===== config.mk =====
export PLATFORM = sky130hd
export DESIGN_NAME = meter_response_frame_checker_unit_flat
export DESIGN_NICKNAME = d
export VERILOG_FILES = /design/src/mrfc_pkg.sv /design/src/mrfc_channels.sv /design/src/mrfc_front.sv /design/src/mrfc_queue.sv /design/src/mrfc_back.sv /design/src/meter_response_frame_checker_unit.sv /design/src/flat_wrapper.sv
export VERILOG_INCLUDE_DIRS = /design/src /design/src/src
export SDC_FILE = /design/constraint.sdc
export NUM_CORES = 1
export LEC_CHECK = 0
export BUFFER_PORTS_ARGS = -buffer_cell sky130_fd_sc_hd__buf_2
export CORE_ASPECT_RATIO = 1.1
export CORE_MARGIN = 2
export CORE_UTILIZATION = 66
export DETAILED_ROUTE_END_ITERATION = 8
export PLACE_DENSITY_LB_ADDON = 0.12
export SLEW_MARGIN = 0
export SYNTH_ARGS = -nofsm -noshare
export SYNTH_HDL_FRONTEND = slang
export SYNTH_HIERARCHICAL = 1
export SYNTH_SLANG_ARGS = --single-unit

===== constraint.sdc =====
create_clock -name clk -period 6.15 [get_ports clk]
set_clock_uncertainty 0.1 [all_clocks]
set_input_delay 1.23 -clock clk [delete_from_list [all_inputs] [get_ports clk]]
set_output_delay 1.23 -clock clk [all_outputs]
set_load 0.01 [all_outputs]

===== src/meter_response_frame_checker_unit_defines.svh =====
// Assertion macros shared by the frame checker modules.
`ifndef METER_RESPONSE_FRAME_CHECKER_UNIT_DEFINES_SVH
`define METER_RESPONSE_FRAME_CHECKER_UNIT_DEFINES_SVH

// Property that must hold in the same cycle as its trigger.
`define MRFC_ASSERT_NOW(label, ante, cons, msg) \
label: assert property (@(posedge clk) disable iff (!arst_n) (ante) |-> (cons)) \
	else $error(msg);

// Property that must hold in the cycle after its trigger.
`define MRFC_ASSERT_NEXT(label, ante, cons, msg) \
label: assert property (@(posedge clk) disable iff (!arst_n) (ante) |=> (cons)) \
	else $error(msg);

`endif


===== src/mrfc_pkg.sv =====
// Types and constants shared by the meter response frame checker.
package mrfc_pkg;

	// Frame marks and code values.
	localparam logic [7:0] START_MARK  = 8'h68;
	localparam logic [7:0] END_MARK    = 8'h16;
	localparam logic [7:0] CTRL_MASK   = 8'hdf;
	localparam logic [7:0] CTRL_READ   = 8'h81;
	localparam logic [7:0] CTRL_WRITE  = 8'h84;
	localparam logic [7:0] DATA_OFFSET = 8'h33;
	localparam logic [8:0] COUNT_MAX   = 9'd511;

	// Byte positions within the frame.
	localparam logic [8:0] POS_START0 = 9'd0;
	localparam logic [8:0] POS_START1 = 9'd7;
	localparam logic [8:0] POS_CTRL   = 9'd8;
	localparam logic [8:0] POS_LEN    = 9'd9;
	localparam logic [8:0] POS_ITEM0  = 9'd10;
	localparam logic [8:0] POS_ITEM1  = 9'd11;
	localparam logic [8:0] POS_DATA   = 9'd12;

	// Minimum frame sizes for each mode.
	localparam logic [8:0] MIN_READ  = 9'd14;
	localparam logic [8:0] MIN_WRITE = 9'd11;

	// Configuration register indexes.
	localparam logic [1:0] REG_ADDRESS = 2'd0;
	localparam logic [1:0] REG_ITEM    = 2'd1;
	localparam logic [1:0] REG_MODE    = 2'd2;

	// Status codes.
	localparam logic [3:0] ST_OK      = 4'd0;
	localparam logic [3:0] ST_SHORT   = 4'd1;
	localparam logic [3:0] ST_HEADER  = 4'd2;
	localparam logic [3:0] ST_ADDRESS = 4'd3;
	localparam logic [3:0] ST_CONTROL = 4'd4;
	localparam logic [3:0] ST_ITEM    = 4'd5;
	localparam logic [3:0] ST_LENGTH  = 4'd6;
	localparam logic [3:0] ST_SUM     = 4'd7;
	localparam logic [3:0] ST_END     = 4'd8;

	// Check mode values.
	localparam logic MODE_READ  = 1'b0;
	localparam logic MODE_WRITE = 1'b1;

	typedef struct packed {
		logic [47:0] address;
		logic [15:0] item;
		logic        mode;
	} cfg_t;

	typedef struct packed {
		logic end_bad;
		logic sum_bad;
		logic item_bad;
		logic ctrl_wr_bad;
		logic ctrl_rd_bad;
		logic addr_bad;
		logic hdr_bad;
	} flags_t;

	// One queued result: a decoded payload byte or a frame summary.
	typedef struct packed {
		logic        is_status;
		logic [7:0]  data;
		flags_t      flags;
		logic [8:0]  count;
		logic [7:0]  length;
		logic        read_mode;
	} entry_t;

endpackage


===== src/mrfc_channels.sv =====
// Channel interfaces for the frame checker: byte input, result output and register writes.
interface mrfc_in_if;
	logic       valid;
	logic       ready;
	logic [7:0] rx_byte;
	logic       last_byte;

	modport source (output valid, output rx_byte, output last_byte, input ready);
	modport sink (input valid, input rx_byte, input last_byte, output ready);
endinterface

interface mrfc_out_if;
	logic       valid;
	logic       ready;
	logic       is_status;
	logic [7:0] payload_byte;
	logic [3:0] status_code;
	logic [7:0] payload_length;

	modport source (output valid, output is_status, output payload_byte,
		output status_code, output payload_length, input ready);
	modport sink (input valid, input is_status, input payload_byte,
		input status_code, input payload_length, output ready);
endinterface

interface mrfc_cfg_if;
	logic        valid;
	logic        ready;
	logic [1:0]  reg_index;
	logic [47:0] reg_data;

	modport source (output valid, output reg_index, output reg_data, input ready);
	modport sink (input valid, input reg_index, input reg_data, output ready);
endinterface


===== src/mrfc_front.sv =====
// Front end: classifies each received byte, tracks frame state and queues results.
`include "meter_response_frame_checker_unit_defines.svh"

module mrfc_front (
	input  logic            clk,
	input  logic            arst_n,
	input  mrfc_pkg::cfg_t  cfg,
	input  logic            accept,
	input  logic [7:0]      rx_byte,
	input  logic            last_byte,
	output logic            push,
	output mrfc_pkg::entry_t push_entry
);

	logic [8:0]       count_q;
	logic [7:0]       len_q;
	logic [7:0]       sum_q;
	logic [7:0]       item_low_q;
	mrfc_pkg::flags_t flags_q;

	logic [8:0]       count_next;
	logic [7:0]       len_next;
	logic [7:0]       sum_next;
	logic [7:0]       item_low_next;
	mrfc_pkg::flags_t flags_next;
	logic [7:0]       decoded;
	logic [7:0]       addr_byte;
	logic [2:0]       addr_sel;
	logic [9:0]       pos_sum;
	logic             in_body;
	logic             emit;

	assign decoded  = rx_byte - mrfc_pkg::DATA_OFFSET;
	assign addr_sel = count_q[2:0] - 3'd1;
	assign addr_byte = cfg.address[{addr_sel, 3'b000} +: 8];
	assign pos_sum  = {2'b00, len_q} + 10'd10;
	assign in_body  = (count_q < mrfc_pkg::POS_ITEM0) || ({1'b0, count_q} < pos_sum);

	// Per-byte checks by position in the frame.
	always_comb begin
		flags_next    = flags_q;
		len_next      = len_q;
		sum_next      = sum_q;
		item_low_next = item_low_q;
		emit          = 1'b0;
		if (count_q == mrfc_pkg::POS_START0 || count_q == mrfc_pkg::POS_START1) begin
			if (rx_byte != mrfc_pkg::START_MARK) flags_next.hdr_bad = 1'b1;
		end else if (count_q >= 9'd1 && count_q <= 9'd6) begin
			if (addr_byte != rx_byte) flags_next.addr_bad = 1'b1;
		end else if (count_q == mrfc_pkg::POS_CTRL) begin
			if ((rx_byte & mrfc_pkg::CTRL_MASK) != mrfc_pkg::CTRL_READ)
				flags_next.ctrl_rd_bad = 1'b1;
			if ((rx_byte & mrfc_pkg::CTRL_MASK) != mrfc_pkg::CTRL_WRITE)
				flags_next.ctrl_wr_bad = 1'b1;
		end else if (count_q == mrfc_pkg::POS_LEN) begin
			len_next = rx_byte;
		end
		if (count_q == mrfc_pkg::POS_ITEM0) item_low_next = decoded;
		if (count_q == mrfc_pkg::POS_ITEM1) begin
			if ({decoded, item_low_q} != cfg.item) flags_next.item_bad = 1'b1;
		end
		// Checksum covers the header and the data field; the two bytes after it close the frame.
		if (in_body) begin
			sum_next = sum_q + rx_byte;
			if (count_q >= mrfc_pkg::POS_DATA && cfg.mode == mrfc_pkg::MODE_READ) emit = 1'b1;
		end else if ({1'b0, count_q} == pos_sum) begin
			if (rx_byte != sum_q) flags_next.sum_bad = 1'b1;
		end else if ({1'b0, count_q} == pos_sum + 10'd1) begin
			if (rx_byte != mrfc_pkg::END_MARK) flags_next.end_bad = 1'b1;
		end
		count_next = (count_q < mrfc_pkg::COUNT_MAX) ? count_q + 9'd1 : count_q;
	end

	// Result word toward the queue.
	always_comb begin
		push                 = accept && (last_byte || emit);
		push_entry.is_status = last_byte;
		push_entry.data      = last_byte ? 8'h00 : decoded;
		push_entry.flags     = flags_next;
		push_entry.count     = count_next;
		push_entry.length    = len_next;
		push_entry.read_mode = (cfg.mode == mrfc_pkg::MODE_READ);
	end

	// Frame state; the last byte returns everything to the start of a frame.
	always_ff @(posedge clk or negedge arst_n) begin
		if (!arst_n) begin
			count_q    <= '0;
			len_q      <= '0;
			sum_q      <= '0;
			item_low_q <= '0;
			flags_q    <= '0;
		end else if (accept) begin
			if (last_byte) begin
				count_q    <= '0;
				len_q      <= '0;
				sum_q      <= '0;
				item_low_q <= '0;
				flags_q    <= '0;
			end else begin
				count_q    <= count_next;
				len_q      <= len_next;
				sum_q      <= sum_next;
				item_low_q <= item_low_next;
				flags_q    <= flags_next;
			end
		end
	end

	`MRFC_ASSERT_NEXT(a_last_clears, accept && last_byte,
		count_q == 9'd0 && flags_q == '0, "frame state not cleared after last byte")
	`MRFC_ASSERT_NOW(a_payload_pos, push && !last_byte,
		count_q >= mrfc_pkg::POS_DATA && cfg.mode == mrfc_pkg::MODE_READ,
		"payload released outside the data field")
	`MRFC_ASSERT_NOW(a_push_needs_accept, push, accept, "result queued without an accepted byte")

endmodule


===== src/mrfc_queue.sv =====
// Short result queue between the front end and the output stage.
`include "meter_response_frame_checker_unit_defines.svh"

module mrfc_queue #(
	parameter int DEPTH = 4
) (
	input  logic             clk,
	input  logic             arst_n,
	input  logic             push,
	input  mrfc_pkg::entry_t push_entry,
	output logic             full,
	input  logic             pop,
	output logic             empty,
	output mrfc_pkg::entry_t head
);

	localparam int PW = (DEPTH > 1) ? $clog2(DEPTH) : 1;
	localparam int CW = $clog2(DEPTH + 1);
	localparam logic [PW-1:0] LAST_PTR = PW'(DEPTH - 1);
	localparam logic [CW-1:0] DEPTH_C  = CW'(DEPTH);

	mrfc_pkg::entry_t slots_q [DEPTH];
	logic [PW-1:0]    wr_ptr_q;
	logic [PW-1:0]    rd_ptr_q;
	logic [CW-1:0]    fill_q;

	assign full  = (fill_q == DEPTH_C);
	assign empty = (fill_q == '0);
	assign head  = slots_q[rd_ptr_q];

	// Entry storage.
	always_ff @(posedge clk) begin
		if (push) slots_q[wr_ptr_q] <= push_entry;
	end

	// Pointers and fill level.
	always_ff @(posedge clk or negedge arst_n) begin
		if (!arst_n) begin
			wr_ptr_q <= '0;
			rd_ptr_q <= '0;
			fill_q   <= '0;
		end else begin
			if (push) wr_ptr_q <= (wr_ptr_q == LAST_PTR) ? '0 : wr_ptr_q + 1'b1;
			if (pop) rd_ptr_q <= (rd_ptr_q == LAST_PTR) ? '0 : rd_ptr_q + 1'b1;
			if (push && !pop) fill_q <= fill_q + 1'b1;
			else if (pop && !push) fill_q <= fill_q - 1'b1;
		end
	end

	`MRFC_ASSERT_NOW(a_no_overflow, push, !full, "push into a full queue")
	`MRFC_ASSERT_NOW(a_no_underflow, pop, !empty, "pop from an empty queue")
	`MRFC_ASSERT_NOW(a_fill_bound, 1'b1, fill_q <= DEPTH_C, "queue fill level out of range")

endmodule


===== src/mrfc_back.sv =====
// Output stage: resolves the frame status and holds the result word for the consumer.
module mrfc_back (
	input  logic             clk,
	input  logic             arst_n,
	input  logic             empty,
	input  mrfc_pkg::entry_t head,
	output logic             pop,
	mrfc_out_if.source       tx
);

	logic       valid_q;
	logic       is_status_q;
	logic [7:0] payload_q;
	logic [3:0] status_q;
	logic [7:0] plen_q;

	logic [3:0] status_d;
	logic [7:0] plen_d;
	logic [9:0] need_len;
	logic [8:0] min_len;

	assign need_len = {2'b00, head.length} + 10'd12;
	assign min_len  = head.read_mode ? mrfc_pkg::MIN_READ : mrfc_pkg::MIN_WRITE;

	// First failure in priority order.
	always_comb begin
		plen_d = 8'h00;
		if (head.count < min_len) status_d = mrfc_pkg::ST_SHORT;
		else if (head.flags.hdr_bad) status_d = mrfc_pkg::ST_HEADER;
		else if (head.flags.addr_bad) status_d = mrfc_pkg::ST_ADDRESS;
		else if (head.read_mode ? head.flags.ctrl_rd_bad : head.flags.ctrl_wr_bad)
			status_d = mrfc_pkg::ST_CONTROL;
		else if (head.read_mode && head.flags.item_bad) status_d = mrfc_pkg::ST_ITEM;
		else if ((head.read_mode && head.length < 8'd2) || ({1'b0, head.count} < need_len))
			status_d = mrfc_pkg::ST_LENGTH;
		else if (head.flags.sum_bad) status_d = mrfc_pkg::ST_SUM;
		else if (head.flags.end_bad) status_d = mrfc_pkg::ST_END;
		else begin
			status_d = mrfc_pkg::ST_OK;
			if (head.read_mode) plen_d = head.length - 8'd2;
		end
	end

	assign pop = !empty && (!valid_q || tx.ready);

	// Output register.
	always_ff @(posedge clk or negedge arst_n) begin
		if (!arst_n) begin
			valid_q <= 1'b0;
		end else if (pop) begin
			valid_q <= 1'b1;
		end else if (tx.ready) begin
			valid_q <= 1'b0;
		end
	end

	always_ff @(posedge clk) begin
		if (pop) begin
			is_status_q <= head.is_status;
			payload_q   <= head.data;
			status_q    <= head.is_status ? status_d : mrfc_pkg::ST_OK;
			plen_q      <= head.is_status ? plen_d : 8'h00;
		end
	end

	assign tx.valid          = valid_q;
	assign tx.is_status      = is_status_q;
	assign tx.payload_byte   = payload_q;
	assign tx.status_code    = status_q;
	assign tx.payload_length = plen_q;

endmodule


===== src/meter_response_frame_checker_unit.sv =====
// Top level of the meter response frame checker: registers, front end, queue and output stage.
//
//  channel  dir  word                                               flow
//  cfg      in   reg_index, reg_data                                 valid/ready, ready held high
//  rx       in   rx_byte, last_byte                                  valid/ready
//  tx       out  is_status, payload_byte, status_code, payload_length valid/ready
//
// One byte is accepted per cycle while the queue has room; a result passes through a queue
// slot and then the output register.
// arst_n clears the frame state, the queue pointers, the output valid and the configuration registers.
// A stalled tx fills the queue of QUEUE_DEPTH words, after which rx ready drops.
// Bytes that cause no result never wait on tx while the queue has room.
module meter_response_frame_checker_unit #(
	parameter int QUEUE_DEPTH = 4
) (
	input  logic       clk,
	input  logic       arst_n,
	mrfc_cfg_if.sink   cfg,
	mrfc_in_if.sink    rx,
	mrfc_out_if.source tx
);

	mrfc_pkg::cfg_t   cfg_q;
	logic             accept;
	logic             push;
	logic             pop;
	logic             full;
	logic             empty;
	mrfc_pkg::entry_t push_entry;
	mrfc_pkg::entry_t head;

	// Register writes.
	assign cfg.ready = 1'b1;

	always_ff @(posedge clk or negedge arst_n) begin
		if (!arst_n) begin
			cfg_q <= '0;
		end else if (cfg.valid) begin
			unique case (cfg.reg_index)
				mrfc_pkg::REG_ADDRESS: cfg_q.address <= cfg.reg_data;
				mrfc_pkg::REG_ITEM:    cfg_q.item    <= cfg.reg_data[15:0];
				mrfc_pkg::REG_MODE:    cfg_q.mode    <= cfg.reg_data[0];
				default: ;
			endcase
		end
	end

	assign rx.ready = !full;
	assign accept   = rx.valid && !full;

	mrfc_front u_front (
		.clk        (clk),
		.arst_n     (arst_n),
		.cfg        (cfg_q),
		.accept     (accept),
		.rx_byte    (rx.rx_byte),
		.last_byte  (rx.last_byte),
		.push       (push),
		.push_entry (push_entry)
	);

	mrfc_queue #(
		.DEPTH (QUEUE_DEPTH)
	) u_queue (
		.clk        (clk),
		.arst_n     (arst_n),
		.push       (push),
		.push_entry (push_entry),
		.full       (full),
		.pop        (pop),
		.empty      (empty),
		.head       (head)
	);

	mrfc_back u_back (
		.clk    (clk),
		.arst_n (arst_n),
		.empty  (empty),
		.head   (head),
		.pop    (pop),
		.tx     (tx)
	);

endmodule


===== src/flat_wrapper.sv =====
// flat-port wrapper written by rule: the top's interface ports become plain ports
module meter_response_frame_checker_unit_flat 
#(
	parameter int QUEUE_DEPTH = 4
)
  (clk, arst_n, cfg_valid, cfg_reg_index, cfg_reg_data, cfg_ready, rx_valid, rx_rx_byte, rx_last_byte, rx_ready, tx_valid, tx_is_status, tx_payload_byte, tx_status_code, tx_payload_length, tx_ready);
  mrfc_cfg_if cfg_i ();
  mrfc_in_if rx_i ();
  mrfc_out_if tx_i ();
  input  logic clk;
  input  logic arst_n;
  input wire logic [$bits(cfg_i.valid)-1:0] cfg_valid;
  input wire logic [$bits(cfg_i.reg_index)-1:0] cfg_reg_index;
  input wire logic [$bits(cfg_i.reg_data)-1:0] cfg_reg_data;
  output wire logic [$bits(cfg_i.ready)-1:0] cfg_ready;
  input wire logic [$bits(rx_i.valid)-1:0] rx_valid;
  input wire logic [$bits(rx_i.rx_byte)-1:0] rx_rx_byte;
  input wire logic [$bits(rx_i.last_byte)-1:0] rx_last_byte;
  output wire logic [$bits(rx_i.ready)-1:0] rx_ready;
  output wire logic [$bits(tx_i.valid)-1:0] tx_valid;
  output wire logic [$bits(tx_i.is_status)-1:0] tx_is_status;
  output wire logic [$bits(tx_i.payload_byte)-1:0] tx_payload_byte;
  output wire logic [$bits(tx_i.status_code)-1:0] tx_status_code;
  output wire logic [$bits(tx_i.payload_length)-1:0] tx_payload_length;
  input wire logic [$bits(tx_i.ready)-1:0] tx_ready;
  assign cfg_i.valid = cfg_valid;
  assign cfg_i.reg_index = cfg_reg_index;
  assign cfg_i.reg_data = cfg_reg_data;
  assign cfg_ready = cfg_i.ready;
  assign rx_i.valid = rx_valid;
  assign rx_i.rx_byte = rx_rx_byte;
  assign rx_i.last_byte = rx_last_byte;
  assign rx_ready = rx_i.ready;
  assign tx_valid = tx_i.valid;
  assign tx_is_status = tx_i.is_status;
  assign tx_payload_byte = tx_i.payload_byte;
  assign tx_status_code = tx_i.status_code;
  assign tx_payload_length = tx_i.payload_length;
  assign tx_i.ready = tx_ready;
  meter_response_frame_checker_unit #(.QUEUE_DEPTH(QUEUE_DEPTH)) u_core (.clk(clk), .arst_n(arst_n), .cfg(cfg_i), .rx(rx_i), .tx(tx_i));
endmodule

==> results of run 1 <==
worst max-delay path, cell delays in order, from the launching register on:
cell       delay [ns]
dfrtp_1          0.47
ha_1             0.33
o2111ai_1        0.27
xnor2_1          0.17
inv_1            0.11
ha_1             0.30
and3_1           0.20
a211oi_1         0.20
a21oi_1          0.07
and2_1           0.35
a211oi_1         0.50
o21a_1           0.32
ha_1             0.23
inv_1            0.06
fa_1             0.37
xor2_1           0.15
nor2_1           0.13
xor2_1           0.17
flip-flops by register name (all words and copies together) (netlist names), 3 cells and up:
register,count
u_core/cfg_q,65
u_core/u_back/tx.payload_byte,8
u_core/u_back/tx.payload_length,8
u_core/u_back/tx.status_code,4
u_core/u_front/count_q,9
u_core/u_front/flags_q,7
u_core/u_front/item_low_q,8
u_core/u_front/len_q,8
u_core/u_front/sum_q,8
u_core/u_queue/fill_q,3
u_core/u_queue/slots_q,136
metal layers:
metal	vias to the layer above	GRT usage	share of wire
met5	-	0	0
met4	0	0.0649	0.018
li1	3692	-	-
met3	41	0.0326	0.050
met1	4119	0.369	0.43
met2	251	0.449	0.50
stage by stage:
step | cells | power, mW
6_report | 1285 | 6.42
5_1_grt | 1285 | 6.77
3_5_place_dp | 1236 | 4.62
4_1_cts | 1285 | 6.46
2_1_floorplan | 933 | 4.11
3_3_place_gp | 1236 | 4.55
path summary, 6_finish.rpt:
check                                     startpoint                         end  depth (start not counted)
setup reg to reg             u_core/u_front/len_q[1]    u_core/u_queue/fill_q[2]                         17
hold reg to reg            u_core/u_front/flags_q[6]   u_core/u_front/flags_q[6]                          2
hold / removal             u_core/u_front/flags_q[6]   u_core/u_front/flags_q[6]                          2
min in group asynchronous                     arst_n            u_core/cfg_q[35]                          1
max in group asynchronous                     arst_n  u_core/u_queue/rd_ptr_q[0]                          2
setup / recovery             u_core/u_front/len_q[1]    u_core/u_queue/fill_q[2]                         17
Yosys cell counts, types with 9 or more instances:
| library cell | n | area (um^2) |
|---|---|---|
| a21o_1 | 9 | 67.6 |
| a21oi_1 | 24 | 120 |
| a22o_1 | 10 | 87.6 |
| buf_2 | 12 | 60.1 |
| clkbuf_1 | 18 | 67.6 |
| dfrtp_1 | 113 | 2830 |
| edfxtp_1 | 157 | 4710 |
| ha_1 | 45 | 563 |
| inv_1 | 36 | 135 |
| mux2_2 | 86 | 968 |
| mux4_2 | 36 | 811 |
| nand2_1 | 46 | 173 |
| nand3_1 | 16 | 80.1 |
| nor2_1 | 34 | 128 |
| nor2b_1 | 10 | 62.6 |
| nor3_1 | 11 | 55.1 |
| o21ai_0 | 28 | 140 |
| xnor2_1 | 46 | 403 |
| xor2_1 | 18 | 158 |
power groups by stage:
stage | Sequential [mW] | Clock, mW | Combinational, mW
2_1_floorplan | 2.48 | 0 | 1.63
3_3_place_gp | 2.53 | 0 | 2.02
3_5_place_dp | 2.55 | 0 | 2.07
4_1_cts | 2.51 | 1.85 | 2.09
5_1_grt | 2.55 | 1.93 | 2.29
6_report | 2.51 | 1.83 | 2.08
layout make-up:
cell class,count,area share
sequential,270,0.508
multi-input combinational,579,0.359
clock buffer,30,0.0476
timing repair buffer,99,0.0357
tap,252,0.0212
clock inverter,19,0.0195
inverter,36,0.00910
kinds of logic (layout without fill, tap and decap cells):
logic type | count (synthesis) | after routing | share of synthesized area
fa+ha+maj | 47 | 47 | 0.0453
other cells | 1 | 1 | 0.000281
xor+xnor | 65 | 65 | 0.0438
mux | 133 | 133 | 0.149
buf+inv | 84 | 184 | 0.0350
simple gates | 182 | 182 | 0.0789
compound gates | 151 | 151 | 0.0816
flops | 270 | 270 | 0.566
==> run metrics, run 1 <==
Rel. slew slack=0.423; post-synthesis register bit count=270; Setup Total Neg Slack=0 ns; Combinational Power Share=0.324; DP Worst Slack=about 1.7 ns; Worst setup EP type=flip-flop; Worst VDD drop=about 0.00042 V; Power Internal=4.38 mW; layout cell share with drive strength beyond 1=0.290; DR pass1 iterations=5; Critical Path AT=4.96 ns; syn_area_per_cell=14.3 um^2; Detail Route Antenna Nets=0; Switch Pwr=2.04 mW; CTS H-tree lvls=1; Synth Cell Area=0.0133 mm^2; Final GP Congestion=0.872; Clock Path Buffers=3; GR Overflow Total=0; Warnings, synthesis=6; Total Wirelength=~27 mm; final setup fails=0; Clock Root Buffer=clkbuf_16; Starting Density=0.673; vias in the first global route=8256; core footprint=approximately 0.020 mm^2; post-DR wirelength/cell=21.4 um; filler instances=1231; cell area after layout=0.0148 mm^2; critical path required time=6.52 ns; clock sink count=270; DR vias=just over 8000; I/O pin cnt=88; final worst slack=about 1.6 ns; commonest non-fill, non-tap cell in the layout=edfxtp_1; CTS clk-pin slew, worst paths=approximately 0.070 ns; die area=0.0213 mm^2; Die Y=153 um; DP Area=roughly 0.014 mm^2; Post-CTS Setup Bufs=0; pwr/cell area=432 mW/mm^2; FP Rows=54; max-cap violations=0; hpwl dp=between 15 and 20 mm; Hold Buf Count CTS=0; Hold Path Class=flip-flop to flip-flop; Top FF cell, synth=edfxtp_1; commonest non-fill, non-tap cells in the layout=edfxtp_1, dfrtp_1, mux2_2; number of vias per cell=6.31; first-pass GRT wire length=44.6 mm; Sequential Area=roughly 0.0075 mm^2; Cell variety after synth=86; Syn Inst Count=just over 900; CP Launch Type=flip-flop; post-route clock period utilization=0.747; Remaining DRCs=0; CTS tree=built; Area growth syn-to-layout=11.4%; Post-synth EDFFs=157; R2R Setup Slk=1.56 ns; CTS buffer count=27; crit path time final=4.59 ns; total track usage=0.264; Clk network pwr share=0.285; leakage power=5.85 nW; Synth async-reset ratio=0.419; fin util=0.750; post-CTS sizing=0; # port buffers=86; Critical Path Fanout Max=13; unrepaired setup endpoints after global routing=false; Die X-Extent=139 um; Setup CP Type=flip-flop to flip-flop; Seq/Total Area, Yosys=0.566; later-pin clock latency in the skew report=between 0.5 and 0.6 ns; syn nets=1044; Multi-input gate area=0.00533 mm^2; Fmax=0.218 GHz; DR iter-0 viols=639; Flop pwr share=0.391; hold slack final=0.392 ns; largest net degree at the start of global routing=68; Slew Limit Fails=0; initial antenna violation count=0; Slew @ Worst Pin=0.866 ns; Hold Violations, Final=0; Final nets=approximately 1100; Ant. Diodes=0; Net Sw Frac=0.318; status=finished clean
(Power assumes the default switching activity.)
==> inputs of run 2 (changes only) <==
--- a/config.mk
+++ b/config.mk
@@ -9,7 +9,7 @@
 export BUFFER_PORTS_ARGS = -buffer_cell sky130_fd_sc_hd__buf_2
 export CORE_ASPECT_RATIO = 1.1
 export CORE_MARGIN = 2
-export CORE_UTILIZATION = 66
+export CORE_UTILIZATION = 55
 export DETAILED_ROUTE_END_ITERATION = 8
 export PLACE_DENSITY_LB_ADDON = 0.12
 export SLEW_MARGIN = 0
==> constraint.sdc (replaced) <==
create_clock -name clk -period 3.7 [get_ports clk]
set_clock_uncertainty 0.1 [all_clocks]
set_input_delay 0.74 -clock clk [delete_from_list [all_inputs] [get_ports clk]]
set_output_delay 0.74 -clock clk [all_outputs]
set_load 0.01 [all_outputs]
==> run metrics, run 2 (same netlist as run 1, synthesis figures left out) <==
final setup fails=0 (unchanged); Sequential Area=0.00754 mm^2 (about the same); Fmax=0.284 GHz (was 0.218 GHz); leakage power=6.02 nW (was 5.85 nW); Flop pwr share=0.381 (was 0.391); post-route clock period utilization=0.953 (was 0.747); Final nets=1151 (was 1124); GR Overflow Total=0 (unchanged); final worst slack=0.175 ns (was 1.56 ns); commonest non-fill, non-tap cell in the layout=edfxtp_1 (unchanged); Detail Route Antenna Nets=0 (unchanged); die area=0.0255 mm^2 (was 0.0213 mm^2); filler instances=1747 (was 1231); Rel. slew slack=0.443 (was 0.423); Hold Violations, Final=0 (unchanged); Hold Buf Count CTS=0 (unchanged); # port buffers=86 (unchanged); I/O pin cnt=88 (unchanged); fin cells=1366 (was 1285); max FFs per register=136 (unchanged); clock sink count=270 (unchanged); DR vias=7996 (was 8103); CTS buffer count=28 (was 27); Die Y=167 um (was 153 um); Net Sw Frac=0.314 (was 0.318); Remaining DRCs=0 (unchanged); later-pin clock latency in the skew report=0.55 ns (was 0.54 ns); Setup CP Type=flip-flop to flip-flop (unchanged); largest net degree at the start of global routing=63 (was 68); post-DR wirelength/cell=20.3 um (was 21.4 um); status=finished clean (unchanged); Final GP Congestion=0.872 (about the same); CTS clk-pin slew, worst paths=0.06 ns (was 0.07 ns); DR pass1 iterations=5 (unchanged); CTS tree=built (unchanged); Clock Path Buffers=3 (unchanged); Worst setup EP type=flip-flop (unchanged); core footprint=0.0237 mm^2 (was 0.0198 mm^2); max-cap violations=0 (unchanged); critical path required time=4.03 ns (was 6.52 ns); FP Rows=59 (was 54); crit path time final=3.52 ns (was 4.59 ns); Critical Path AT=3.86 ns (was 4.96 ns); CP Launch Type=flip-flop (unchanged); commonest non-fill, non-tap cells in the layout=edfxtp_1, dfrtp_1, mux2_2 (unchanged); worst r2r path cells=16 (was 17); CTS H-tree lvls=1 (unchanged); Ant. Diodes=0 (unchanged); Inst Count DP=1312 (was 1236); Worst VDD drop=0.000452 V (was 0.000418 V); hpwl dp=19.3 mm (was 18.7 mm); vias in the first global route=8199 (was 8256); Hold Path Class=input port to asynchronous set/reset pin (was flip-flop to flip-flop); top flop regs=u_core/u_queue/slots_q: 136 flops, u_core/cfg_q: 65 flops, u_core/u_front/count_q: 9 flops (unchanged); Starting Density=0.562 (was 0.673); Clk network pwr share=0.278 (was 0.285); initial antenna violation count=0 (unchanged); Combinational Power Share=0.340 (was 0.324); layout cell share with drive strength beyond 1=0.321 (was 0.290); first-pass GRT wire length=44.7 mm (was 44.6 mm); pwr/cell area=702 mW/mm^2 (was 432 mW/mm^2); DR iter-0 viols=452 (was 639); number of vias per cell=5.85 (was 6.31); Slew Limit Fails=0 (unchanged); Final Power=10.7 mW (was 6.42 mW); Switch Pwr=3.38 mW (was 2.04 mW); DP Worst Slack=0.0441 ns (was 1.69 ns); Area growth syn-to-layout=14.8% (was 11.4%); Clock Root Buffer=clkbuf_16 (unchanged); Power Internal=7.36 mW (was 4.38 mW); Slew @ Worst Pin=0.836 ns (was 0.866 ns); Reg with most FFs=u_core/u_queue/slots_q (unchanged); Critical Path Fanout Max=7 (was 13); Multi-input gate area=0.00543 mm^2 (was 0.00533 mm^2); Total Wirelength=27.7 mm (was 27.5 mm); total track usage=0.220 (was 0.264); Die X-Extent=152 um (was 139 um)
## run 2: timing repair
action,in CTS,in global routing
endpoints found under the hold margin,0,0
buffers inserted,0,3
setup endpoints to repair,0,28
resized for setup,0,13
## run 2: layer usage
layer,share of wire,GRT usage,vias to the layer above
li1,-,-,3765
met1,0.45,0.310,3969
met2,0.48,0.370,214
met3,0.050,0.0295,48
met4,0.019,0.0519,0
met5,0,0,-
## run 2: per-stage QoR
| stage | instance area [um^2] | setup TNS [ns] | util | hold slack (ns) |
|---|---|---|---|---|
| after global placement | 14200 | 0 | 0.599 | 0.357 |
| after detailed placement | 14200 | 0 | 0.599 | 0.373 |
| final | 15300 | 0 | 0.646 | 0.183 |
| after global routing | 15300 | -0.0107 | 0.646 | 0.247 |
| after CTS | 15200 | 0 | 0.641 | 0.215 |
| after floorplan | 13400 | -0.0377 | - | 0.343 |
## run 2: worst max-delay path: stages (launching register included)
cell	delay, ns
dfrtp_1	0.41
buf_6	0.15
a21o_1	0.21
a221oi_2	0.30
ha_1	0.28
and3_4	0.19
a211oi_2	0.19
a21oi_2	0.06
and2_4	0.16
a211oi_4	0.25
o21a_1	0.21
ha_2	0.20
inv_2	0.04
fa_2	0.33
xor2_1	0.14
nor2_1	0.06
xor2_1	0.15
## run 2: power groups by stage
stage | Sequential, mW | Combinational [mW] | Clock, mW
final | 4.10 | 3.66 | 2.99
after global routing | 4.15 | 4.01 | 3.19
after global placement | 4.13 | 3.58 | 0
after floorplan | 4.12 | 2.72 | 0
after CTS | 4.10 | 3.67 | 3.06
after detailed placement | 4.15 | 3.65 | 0
## run 2: layout make-up
type,instances,area share
clock buffers,34,0.0486
flip-flops and latches,270,0.493
inverters,36,0.00883
multi-input cells,579,0.355
well taps,305,0.0249
repair buffers,125,0.0528
clock inverters,17,0.0165
## run 2: final timing paths
check,endpoint,startpoint,slack [ns]
worst max-delay path,u_core/u_queue/fill_q[2],u_core/u_front/len_q[2],0.18
worst min-delay path,u_core/cfg_q[26],arst_n,0.18
worst max register to register,u_core/u_queue/fill_q[2],u_core/u_front/len_q[2],0.18
worst min register to register,u_core/u_front/flags_q[6],u_core/u_front/flags_q[6],0.38
max in group asynchronous,u_core/cfg_q[61],arst_n,2.61
min in group clk,u_core/u_back/tx.valid,tx_ready,0.31
==> inputs of run 3 (changes only) <==
--- a/config.mk
+++ b/config.mk
@@ -7,11 +7,11 @@
 export NUM_CORES = 1
 export LEC_CHECK = 0
 export BUFFER_PORTS_ARGS = -buffer_cell sky130_fd_sc_hd__buf_2
-export CORE_ASPECT_RATIO = 1.1
+export CORE_ASPECT_RATIO = 0.75
 export CORE_MARGIN = 2
 export CORE_UTILIZATION = 55
 export DETAILED_ROUTE_END_ITERATION = 8
-export PLACE_DENSITY_LB_ADDON = 0.12
+export PLACE_DENSITY = 0.8
 export SLEW_MARGIN = 0
 export SYNTH_ARGS = -nofsm -noshare
 export SYNTH_HDL_FRONTEND = slang
==> run metrics, run 3 (same netlist as run 1, synthesis figures left out) <==
status=finished clean (unchanged); Hold Violations, Final=0 (unchanged); later-pin clock latency in the skew report=0.55 ns (about the same); clock sink count=270 (unchanged); Clock Path Buffers=3 (unchanged); Hold Path Class=input port to asynchronous set/reset pin (unchanged); Flop pwr share=0.394 (was 0.381); I/O pin cnt=88 (unchanged); commonest non-fill, non-tap cells in the layout=edfxtp_1, dfrtp_1, mux2_2 (unchanged); crit path time final=3.56 ns (was 3.52 ns); max FFs per register=136 (unchanged); commonest non-fill, non-tap cell in the layout=edfxtp_1 (unchanged); CTS buffer count=25 (was 28); fin cells=1353 (was 1366); layout cell share with drive strength beyond 1=0.315 (was 0.321); final worst slack=0.135 ns (was 0.175 ns); Final GP Congestion=0.922 (was 0.872); hold slack final=0.0458 ns (was 0.183 ns); Worst VDD drop=0.000457 V (was 0.000452 V); Detail Route Antenna Nets=0 (unchanged); Area growth syn-to-layout=13.1% (was 14.8%); post-route clock period utilization=0.963 (was 0.953); Power Internal=7.00 mW (was 7.36 mW); DR pass1 iterations=5 (unchanged); Clk network pwr share=0.256 (was 0.278); Remaining DRCs=0 (unchanged); CP Cell Sequence=ha_4 -> o2111ai_4 -> xnor2_2 -> inv_2 -> ha_1 -> a21o_1 -> a21oi_2 -> o2111ai_2 -> and2_4 -> a211oi_4 -> o21a_1 -> ha_2 -> inv_2 -> fa_2 -> xor2_1 -> nor2_1 -> xor2_1 (was buf_6 -> a21o_1 -> a221oi_2 -> ha_1 -> and3_4 -> a211oi_2 -> a21oi_2 -> and2_4 -> a211oi_4 -> o21a_1 -> ha_2 -> inv_2 -> fa_2 -> xor2_1 -> nor2_1 -> xor2_1); DR vias=8237 (was 7996); vias in the first global route=8223 (was 8199); critical path required time=4.07 ns (was 4.03 ns); Slew Limit Fails=0 (unchanged); Total Wirelength=28.7 mm (was 27.7 mm); Ant. Diodes=0 (unchanged); crit-path max cell delay=0.43 ns (was 0.41 ns); leakage power=5.91 nW (was 6.02 nW); pwr/cell area=691 mW/mm^2 (was 702 mW/mm^2); CTS tree=built (unchanged); WP buf/inv=2 (unchanged); Rel. slew slack=0.464 (was 0.443); Final Power=10.4 mW (was 10.7 mW); Slew @ Worst Pin=0.795 ns (was 0.836 ns); DP Worst Slack=0.00892 ns (was 0.0441 ns); largest net degree at the start of global routing=58 (was 63); Critical Path Fanout Max=7 (unchanged); max-cap violations=0 (unchanged); initial antenna violation count=1 (was 0); Final nets=1139 (was 1151); DP Area=0.0142 mm^2 (about the same); total track usage=0.232 (was 0.220); Setup CP Type=flip-flop to flip-flop (unchanged); final setup fails=0 (unchanged); Switch Pwr=3.42 mW (was 3.38 mW); Inst Count DP=1305 (was 1312); CTS clk-pin slew, worst paths=0.07 ns (was 0.06 ns); die area=0.0255 mm^2 (about the same); Fmax=0.281 GHz (was 0.284 GHz); hpwl dp=19.5 mm (was 19.3 mm); number of vias per cell=6.09 (was 5.85); Combinational Power Share=0.350 (was 0.340); first-pass GRT wire length=46.1 mm (was 44.7 mm); Critical-path top delay cell=dfrtp_2 (was dfrtp_1); Largest delay share family, worst path=compound AO/OA/AOI/OAI gates (unchanged); DR iter-0 viols=699 (was 452); Net Sw Frac=0.328 (was 0.314); cell area after layout=0.0151 mm^2 (was 0.0153 mm^2); # port buffers=86 (unchanged); FP Rows=49 (was 59); CTS H-tree lvls=1 (unchanged); top flop regs=u_core/u_queue/slots_q: 136 flops, u_core/cfg_q: 65 flops, u_core/u_front/count_q: 9 flops (unchanged); Critical Path AT=3.93 ns (was 3.86 ns); Die X-Extent=184 um (was 152 um); post-DR wirelength/cell=21.2 um (was 20.3 um); CP Launch Type=flip-flop (unchanged); Worst setup EP type=flip-flop (unchanged); Die Y=139 um (was 167 um); core footprint=0.0239 mm^2 (was 0.0237 mm^2); GR Overflow Total=0 (unchanged); Reg with most FFs=u_core/u_queue/slots_q (unchanged); Clock Root Buffer=clkbuf_16 (unchanged); Starting Density=0.557 (was 0.562)
-- run 3: changes by cell type in the layout (fill, tap and decap cells not counted), moves of 2 or more --
cell / previous run / this run
buf_4: 32 / 24
buf_6: 2 / 0
bufinv_16: 6 / 3
clkbuf_16: 28 / 25
clkinv_1: 4 / 1
clkinv_2: 2 / 7
clkinv_4: 1 / 3
inv_6: 2 / 0
-- run 3: final timing paths --
kind	startpoint	to	slack (ns)	cells past startpoint
setup / recovery	u_core/u_front/len_q[1]	u_core/u_queue/fill_q[2]	0.14	17
hold / removal	arst_n	u_core/u_front/count_q[2]	0.05	1
setup reg to reg	u_core/u_front/len_q[1]	u_core/u_queue/fill_q[2]	0.14	17
hold reg to reg	u_core/u_front/flags_q[4]	u_core/u_front/flags_q[4]	0.38	2
max in group asynchronous	arst_n	u_core/cfg_q[0]	2.70	2
min in group clk	tx_ready	u_core/u_back/tx.valid	0.31	2
-- run 3: metal layers --
metal	routed length, um	global-route usage	vias up
li1	-	-	3722
met1	13200	0.351	4115
met2	12800	0.357	347
met3	2180	0.0399	51
met4	519	0.0493	2
met5	13	0	-
-- run 3: area by class of cell --
type	instances	area, um^2
clock buffer	30	664
clock inverter	16	183
fill	1719	8840
inverter	36	135
multi-input combinational	579	5410
sequential	270	7550
tap	306	383
timing repair buffer	116	746
-- run 3: repair_timing --
item	CTS	global route
setup endpoints to repair	0	132
setup buffers	0	2
gates resized for setup	0	9
hold buffers	0	0
endpoints found under the hold margin	0	0
-- run 3: metrics by stage --
step,utilization,TNS [ns]
4_1_cts,0.627,0
6_report,0.630,0
3_5_place_dp,0.592,0
3_3_place_gp,0.592,0
2_1_floorplan,-,-0.0377
5_1_grt,0.630,-0.0221
-- run 3: power by group through the flow --
stage | sequential, mW | clock (mW) | combinational [mW]
3_5_place_dp | 4.16 | 0 | 3.60
5_1_grt | 4.16 | 2.82 | 4.00
4_1_cts | 4.10 | 2.70 | 3.64
6_report | 4.10 | 2.66 | 3.64
3_3_place_gp | 4.13 | 0 | 3.51
2_1_floorplan | 4.12 | 0 | 2.72
